File: config.mk
export PLATFORM = sky130hd
export DESIGN_NAME = byte_stuffed_frame_receiver
export DESIGN_NICKNAME = d
export VERILOG_FILES = /design/src/bsfr_pkg.sv /design/src/bsfr_decode.sv /design/src/byte_stuffed_frame_receiver.sv
export SDC_FILE = /design/constraint.sdc
export NUM_CORES = 1
export LEC_CHECK = 0
export BUFFER_PORTS_ARGS = -buffer_cell sky130_fd_sc_hd__buf_2
export CORE_ASPECT_RATIO = 1.75
export CORE_UTILIZATION = 53
export DETAILED_ROUTE_END_ITERATION = 16
export GPL_TIMING_DRIVEN = 0
export PLACE_DENSITY = 0.76
export SKIP_CTS_REPAIR_TIMING = 1
export SYNTH_ARGS = -nofsm -noshare
export SYNTH_HDL_FRONTEND = slang
export SYNTH_HIERARCHICAL = 1
export SYNTH_SLANG_ARGS = --single-unit
File: constraint.sdc
create_clock -name clk -period 2.6 [get_ports clk]
set_input_delay 0.13 -clock clk [delete_from_list [all_inputs] [get_ports clk]]
set_output_delay 0.13 -clock clk [all_outputs]
set_load 0.05 [all_outputs]
File: src/bsfr_pkg.sv
// Package for the byte-stuffed frame receiver.
// Holds link symbols, event codes, receive phase and the state/result structs.
// No dependencies.
package bsfr_pkg;

    localparam int BUFFER_DEPTH = 1024;
    localparam int COUNT_W      = $clog2(BUFFER_DEPTH + 1);
    localparam int LEN_W        = 10;

    localparam logic [7:0] SYM_HEADER = 8'h7D;
    localparam logic [7:0] SYM_END    = 8'h7E;
    localparam logic [7:0] SYM_ESCAPE = 8'h7F;
    localparam logic [7:0] CODE_FIRST = 8'h01;
    localparam logic [7:0] CODE_LAST  = 8'h03;

    localparam logic [7:0] TYPE_ACK  = 8'd0;
    localparam logic [7:0] TYPE_DATA = 8'd1;
    localparam logic [7:0] TYPE_CMD  = 8'd2;

    localparam logic [2:0] EV_DATA  = 3'd0;
    localparam logic [2:0] EV_END   = 3'd1;
    localparam logic [2:0] EV_ACK   = 3'd2;
    localparam logic [2:0] EV_CMD   = 3'd3;
    localparam logic [2:0] EV_ABORT = 3'd4;

    typedef enum logic [1:0] {
        PH_IDLE    = 2'd0,
        PH_BEGIN   = 2'd1,
        PH_ESCAPE  = 2'd2,
        PH_PAYLOAD = 2'd3
    } phase_t;

    typedef struct packed {
        phase_t               phase;
        logic [7:0]           frame_type;
        logic [COUNT_W-1:0]   stored_count;
        logic [7:0]           command_arg;
    } rx_state_t;

    typedef struct packed {
        logic             valid;
        logic [2:0]       event_res;
        logic [7:0]       value;
        logic [LEN_W-1:0] frame_length;
    } rx_result_t;

endpackage

File: src/bsfr_decode.sv
// Per-byte decode of the frame receiver: current state and one link byte
// in, next state and at most one result out. Uses bsfr_pkg.
module bsfr_decode
(
    input  bsfr_pkg::rx_state_t  state,
    input  logic [7:0]           rx_byte,
    output bsfr_pkg::rx_state_t  state_next,
    output bsfr_pkg::rx_result_t result
);

    logic       take;
    logic [7:0] dec_byte;

    always_comb
    begin
        state_next = state;
        result     = '0;
        take       = 1'b0;
        dec_byte   = rx_byte;

        if (state.phase == bsfr_pkg::PH_IDLE)
        begin
            if (rx_byte == bsfr_pkg::SYM_HEADER)
            begin
                state_next = '{bsfr_pkg::PH_BEGIN, 8'd0, '0, 8'd0};
            end
        end
        else if (rx_byte == bsfr_pkg::SYM_HEADER)
        begin
            // header inside a frame: abort and reopen
            state_next       = '{bsfr_pkg::PH_BEGIN, 8'd0, '0, 8'd0};
            result.valid     = 1'b1;
            result.event_res = bsfr_pkg::EV_ABORT;
        end
        else if (state.phase == bsfr_pkg::PH_ESCAPE)
        begin
            if (rx_byte >= bsfr_pkg::CODE_FIRST && rx_byte <= bsfr_pkg::CODE_LAST)
            begin
                take     = 1'b1;
                dec_byte = bsfr_pkg::SYM_HEADER + rx_byte - bsfr_pkg::CODE_FIRST;
            end
            else
            begin
                state_next.phase = bsfr_pkg::PH_IDLE;
                result.valid     = 1'b1;
                result.event_res = bsfr_pkg::EV_ABORT;
            end
        end
        else if (rx_byte == bsfr_pkg::SYM_END)
        begin
            state_next.phase = bsfr_pkg::PH_IDLE;
            if (state.stored_count == '0)
            begin
                result.valid     = 1'b1;
                result.event_res = bsfr_pkg::EV_ABORT;
            end
            else if (state.frame_type == bsfr_pkg::TYPE_ACK)
            begin
                result.valid     = 1'b1;
                result.event_res = bsfr_pkg::EV_ACK;
            end
            else if (state.frame_type == bsfr_pkg::TYPE_DATA)
            begin
                result.valid        = 1'b1;
                result.event_res    = bsfr_pkg::EV_END;
                result.frame_length = bsfr_pkg::LEN_W'(state.stored_count - 1'b1);
            end
            else if (state.frame_type == bsfr_pkg::TYPE_CMD)
            begin
                result.valid     = 1'b1;
                result.event_res = bsfr_pkg::EV_CMD;
                result.value     = (state.stored_count >= bsfr_pkg::COUNT_W'(2))
                                   ? state.command_arg : 8'd0;
            end
        end
        else if (rx_byte == bsfr_pkg::SYM_ESCAPE)
        begin
            state_next.phase = bsfr_pkg::PH_ESCAPE;
        end
        else
        begin
            take = 1'b1;
        end

        if (take)
        begin
            if (state.stored_count >= bsfr_pkg::COUNT_W'(bsfr_pkg::BUFFER_DEPTH))
            begin
                // overflow
                state_next.phase = bsfr_pkg::PH_IDLE;
                result.valid     = 1'b1;
                result.event_res = bsfr_pkg::EV_ABORT;
            end
            else
            begin
                if (state.stored_count == '0)
                begin
                    state_next.frame_type = dec_byte;
                end
                else
                begin
                    if (state.stored_count == bsfr_pkg::COUNT_W'(1))
                    begin
                        state_next.command_arg = dec_byte;
                    end
                    if (state.frame_type == bsfr_pkg::TYPE_DATA)
                    begin
                        result.valid     = 1'b1;
                        result.event_res = bsfr_pkg::EV_DATA;
                        result.value     = dec_byte;
                    end
                end
                state_next.stored_count = state.stored_count + 1'b1;
                state_next.phase        = bsfr_pkg::PH_PAYLOAD;
            end
        end
    end

endmodule

File: src/byte_stuffed_frame_receiver.sv
// Byte-stuffed frame receiver, top level: input register, decode, result register.
// Depends on bsfr_pkg and bsfr_decode.
//
//  channel | handshake             | payload
//  --------+-----------------------+-------------------------------------
//  bytes   | byte_valid/byte_ready | rx_byte
//  results | res_valid/res_ready   | event_res, value, frame_length
//
// One byte per cycle sustained while results are taken; an accepted byte goes into the
// input register, is decoded against the frame state when the decode stage advances,
// and its result (if any) lands in the result register.
// A stalled result holds the decode stage; one further byte is still taken.
// rst_n clears the frame state to idle and both stages to empty.
module byte_stuffed_frame_receiver
(
    input  logic        clk,
    input  logic        rst_n,
    input  logic        byte_valid,
    output logic        byte_ready,
    input  logic [7:0]  rx_byte,
    output logic        res_valid,
    input  logic        res_ready,
    output logic [2:0]  event_res,
    output logic [7:0]  value,
    output logic [bsfr_pkg::LEN_W-1:0] frame_length
);

    logic                 in_valid_reg;
    logic [7:0]           in_byte_reg;
    bsfr_pkg::rx_state_t  state_reg;
    bsfr_pkg::rx_state_t  state_next;
    bsfr_pkg::rx_result_t dec_result;
    logic                 res_valid_reg;
    logic [2:0]           res_event_reg;
    logic [7:0]           res_value_reg;
    logic [bsfr_pkg::LEN_W-1:0] res_length_reg;
    logic                 advance;

    bsfr_decode u_decode
    (
        .state      (state_reg),
        .rx_byte    (in_byte_reg),
        .state_next (state_next),
        .result     (dec_result)
    );

    assign advance    = in_valid_reg && (!res_valid_reg || res_ready);
    assign byte_ready = !in_valid_reg || advance;

    always_ff @(posedge clk or negedge rst_n)
    begin
        if (!rst_n)
        begin
            in_valid_reg  <= 1'b0;
            res_valid_reg <= 1'b0;
            state_reg     <= '{bsfr_pkg::PH_IDLE, 8'd0, '0, 8'd0};
        end
        else
        begin
            if (byte_ready)
            begin
                in_valid_reg <= byte_valid;
            end
            if (advance)
            begin
                state_reg     <= state_next;
                res_valid_reg <= dec_result.valid;
            end
            else if (res_ready)
            begin
                res_valid_reg <= 1'b0;
            end
        end
    end

    always_ff @(posedge clk)
    begin
        if (byte_valid && byte_ready)
        begin
            in_byte_reg <= rx_byte;
        end
        if (advance && dec_result.valid)
        begin
            res_event_reg  <= dec_result.event_res;
            res_value_reg  <= dec_result.value;
            res_length_reg <= dec_result.frame_length;
        end
    end

    assign res_valid    = res_valid_reg;
    assign event_res    = res_event_reg;
    assign value        = res_value_reg;
    assign frame_length = res_length_reg;

endmodule

# ---- After elaboration in Yosys (flattened, before gate mapping)
# Cells that the tools add are included.
dict set report totals {
  regBits 60
  latchBits 0
  mem_bits_rw 0
  romBits 0
  n_memories 0
}
dict set report classes {
  add_sub_neg 4
  multipliers 0
  div 0
  n_lt_le_gt_ge 4
  n_eq_ne 9
  n_shift 0
  n_mux 54
  n_bitwise 2
  n_reduce_logical 15
}
# operator n
set ops {}
lappend ops {{two-way mux 12 bit} 11}
lappend ops {{two-way mux 29 bit} 3}
lappend ops {{two-way mux 8 bit} 10}
lappend ops {{two-way mux 18 bit} 4}
lappend ops {{two-way mux 27 bit} 2}
lappend ops {{two-way mux 22 bit} 2}
lappend ops {{two-way mux 4 bit} 7}
lappend ops {{equality test 8 x 7 -> 1 bit (second input constant)} 3}
lappend ops {{two-way mux 2 bit} 6}
lappend ops {{adder 11 x 1 -> 11 bit (second input constant)} 1}
lappend ops {{equality test 11 x 1 -> 1 bit (second input constant)} 1}
lappend ops {{greater-or-equal comparator 11 bit (second input constant)} 1}
lappend ops {{greater-or-equal comparator 11 x 2 -> 1 bit (second input constant)} 1}
lappend ops {{zero test 11 bit} 1}
lappend ops {{two-way mux 10 bit} 1}
lappend ops {{subtractor 10 x 1 -> 10 bit (second input constant)} 1}
lappend ops {{adder 7 x 8 -> 8 bit (first input constant)} 1}
lappend ops {{equality test 8 x 1 -> 1 bit (second input constant)} 1}
lappend ops {{equality test 8 x 2 -> 1 bit (second input constant)} 1}
lappend ops {{greater-or-equal comparator 8 x 1 -> 1 bit (second input constant)} 1}
lappend ops {{<= comparator 8 x 2 -> 1 bit (second input constant)} 1}
lappend ops {{zero test 8 bit} 1}
lappend ops {{two-way mux 1 bit} 8}
lappend ops {{subtractor 8 x 1 -> 8 bit (second input constant)} 1}
lappend ops {{12 further kinds} 18}

# ---- Longest topological paths before layout
dict set report logic_depth {
  depth_word 22
  ltp_mapped 10
  ltp_nobuf 8
}

# ---- Cells and area by module
# Netlist, hierarchy kept.
# module n_inst cells_per_inst area_per_inst_um2 seq_area_each_um2
set by_module_without_submodules {}
lappend by_module_without_submodules {byte_stuffed_frame_receiver 1 101 2093.3 1646.6}
lappend by_module_without_submodules {bsfr_decode 1 217 1391.3 0.0}

# ---- Least setup slack after synthesis
# Ideal clock, no wire load.
dict set report synth_timing {
  path_type {register -> register}
  from {reg state_reg[8] (netlist bit)}
  to {reg res_event_reg[0] (netlist: event_res[0]), enable pin}
  setup_time_ns 0.399
  arrival_time_ns 2.486
  required_time_ns 2.201
  path_slack_ns -0.284
  path_stages_with_launch 10
  n_path_buf 1
  path_cell_list {dfrtp_1 -> clkbuf_1 -> inv_1 -> ha_1 -> nand4_2 -> a21oi_1 -> nor2_1 -> o41a_1 -> nand2_1 -> nor2_1}
}
# item line_no
set synth_lines {}
lappend synth_lines {{start: declaration} byte_stuffed_frame_receiver.sv:30} ;# bsfr_pkg::rx_state_t state_reg;
lappend synth_lines {{start signal: assignment} byte_stuffed_frame_receiver.sv:56} ;# state_reg <= '{bsfr_pkg::PH_IDLE, 8'd0, '0, 8'd0};
lappend synth_lines {{start signal: assignment} byte_stuffed_frame_receiver.sv:66} ;# state_reg <= state_next;
lappend synth_lines {{end signal: assignment} byte_stuffed_frame_receiver.sv:84} ;# res_event_reg <= dec_result.event_res;
lappend synth_lines {{end: declaration} byte_stuffed_frame_receiver.sv:34} ;# logic [2:0] res_event_reg;

==> impl_metrics.csv <==
group,metric,value,unit
sta,finalSetupViolCount,0,
global_routing,met2_usage,44.24,%
layout,nets,397,
global_routing,grt_start_max_net_pins,32,
job,drv_cap,0,
synth,syn_area,3485,um2
place,gp_congestion,0.9381,
sta,finalHoldViolCount,0,
global_routing,grtUsageMet1,22.46,%
place,port_buffers,34,
route,postRouteWirelength,8075,um
global_routing,gr-total-overflow,0,
global_routing,grtUsageTotal,23.95,%
min_path,hold_class,"input pin to register",
sta,fin_crit,2.514,ns
worst_setup_path,critical_path_arrival,2.62,ns
synth,postSynthCellCount,318,
synth,yosysTopAreaCell,"edfxtp_1",
synth,synth_fp_nets,336,
sta,skew,0.008240,ns
floorplan,rows,38,
sta,slew_headroom,49.78,%
clocking,cts.sinks,60,
clocking,cts_tree,"done",
place,dp_hpwl,5354,um
route,drtIter0Drc,176,
power_and_ir_drop,powerDensity,897.6,nW/um2
worst_setup_path,crit_fanout,11,
clocking,cts_root_buffer,"clkbuf_8",
route,final_antenna_net_count,0,
clocking,clk_path_buf_depth,2,
global_routing,busiest_layer,"met2",
route,first_pass_iters,6,
layout,area_growth,18.82,%
route,routedWlPerCell,17.40,um
layout,multi_input_area,1745,um2
clocking,clk-insertion-delay-late,0.35,ns
clocking,cts_max_level,3,
worst_setup_path,endpoint_kind,"register",
route,routed_via_density,5.907,
clocking,numCtsBuffers,9,
clocking,clkSlewWorstSetupHoldPaths,0.06,ns
synth,yosys_register_bits,60,
global_routing,grt_pass1_wl,12100,um
layout,final.fill_count,520,
status,outcome,"completed",
layout,antenna_cells,0,
global_routing,use_met3,6.381,%
synth,ys_seq_area_share,47.25,%
synth,synth_edf_count,29,
route,vias,2741,
synth,synth_area_leaders,"edfxtp_1, dfrtp_1, mux2_2",
synth,syn_area_per_cell,10.96,um2
floorplan,fp.dieW,63.30,um
floorplan,top_level_ports,35,
sta,worst_pin_slew,0.7533,ns
power_and_ir_drop,p_leak,0.001765,uW
layout,register_area,1647,um2
route,post-route-drc-count,0,
floorplan,core_area,6276,um2
worst_setup_path,crit_type,"register to register",
sta,drv_slew,0,
layout,drive_gt1_share,31.77,%
synth,yosys.area.top_type_share,24.99,%
synth,async_reset_ff_share,51.67,%
sta,period_share,96.69,%
layout,largest_register_ffs,29,
synth,ys.flop_type,"dfrtp_1",
power_and_ir_drop,power,3716,uW
floorplan,initial_core_util,55.52,%
sta,hold_ws,0.08210,ns
synth,ys_warn_count,6,
global_routing,grt_pass1_vias,2548,
synth,synth_cell_types,56,
floorplan,dieArea,6916,um2
power_and_ir_drop,irDropWorstVdd,0.7157,mV
sta,max_clock_freq,0.3978,GHz
worst_setup_path,start_kind,"register",
global_routing,antenna_found_initial,0,
floorplan,die_h,109.3,um
worst_setup_path,worst-r2r-setup-slack,0.09,ns
worst_setup_path,critPathRequiredTime,2.71,ns
## cell usage after synthesis (all sizes together) (2+ instances only)
cell type and count:
nor2b 2, o21ai 19, nand2 29, mux2i 9, mux2 30, nor2 25, o211ai 2, xnor2 7
ha 6, nor4 9, xor2 5, dfrtp 31, o31ai 5, and3 3, nand4 6, nand2b 6
buf 13, edfxtp 29, inv 7, nand3 24, nor3 7, a21oi 14, or4 2, and4 3
clkbuf 8, or3 3
## area by class of cell
type                    count  share of cell area, %
multi-input cells         231                  42.16
flip-flops and latches     60                  39.77
repair buffers             49                  7.736
clock buffers              14                  3.929
plain buffers              21                  3.143
well taps                  80                  2.418
inverters                   7                 0.6346
clock inverters             2                 0.2115
## layout by cell type, fill, tap and decap left out, drive strengths merged, types with 7 or more instances in the layout
master and instances:
buf 52, dfrtp 31, mux2 30, edfxtp 29, nand2 29, nor2 26
nand3 24, clkbuf 22, o21ai 19, a21oi 14, dlygate4sd3 10, mux2i 9
nor4 9, xnor2 7, inv 7, nor3 7
## power breakdown
| part | leakage [uW] | switching, uW | internal [uW] |
|---|---|---|---|
| clock network | 0.0000881 | 344 | 394 |
| registers | 0.000687 | 165 | 1240 |
| logic | 0.000990 | 964 | 610 |
## per-stage QoR
| stage | TNS (ns) | area, um2 | utilization (%) | setup slack, ns | cells |
|---|---|---|---|---|---|
| floorplan | 0 | 3487 | - | 0.05491 | 318 |
| global placement | -13.31 | 3757 | 59.87 | -0.6290 | 432 |
| detailed placement | -14.55 | 3757 | 59.87 | -0.6857 | 432 |
| CTS | -14.94 | 3929 | 62.60 | -0.7053 | 448 |
| global route | -0.04953 | 4140 | 65.97 | -0.006181 | 464 |
| finish | 0 | 4140 | 65.97 | 0.08617 | 464 |
## per-layer routing
| layer | vias up | wire (um) |
|---|---|---|
| met5 | - | 0 |
| met1 | 1315 | 2968 |
| met3 | 38 | 385 |
| met2 | 101 | 4255 |
| li1 | 1287 | - |
| met4 | 0 | 465 |
## kinds of logic after synthesis
group | share of synthesized area (%)
buf+inv | 4.380
fa+ha+maj | 2.154
simple gates | 20.54
flops | 47.25
mux | 13.36
compound gates | 9.301
xor+xnor | 3.016
## path summary, 6_finish.rpt
path,to,cells past startpoint,start
setup / recovery,value[3]$_DFFE_PP_,10,state_reg[10]$_DFFE_PN0P_
hold / removal,res_valid$_DFFE_PN0P_,3,res_ready
setup reg to reg,value[3]$_DFFE_PP_,10,state_reg[10]$_DFFE_PN0P_
hold reg to reg,state_reg[12]$_DFFE_PN0P_,1,state_reg[12]$_DFFE_PN0P_
max in group asynchronous,state_reg[22]$_DFFE_PN0P_,2,rst_n
min in group asynchronous,state_reg[15]$_DFFE_PN0P_,2,rst_n
## critical path, stage by stage (launching register included)
cell and delay [ns]:
dfrtp_1 0.38, clkbuf_2 0.22, nor4_4 0.23, buf_4 0.18, nand4_4 0.20, a21oi_2 0.17, nor2_1 0.07, o41a_1 0.43
nand2_4 0.15, nor2_4 0.06, buf_12 0.17
Power figures use the tool's default switching activity.
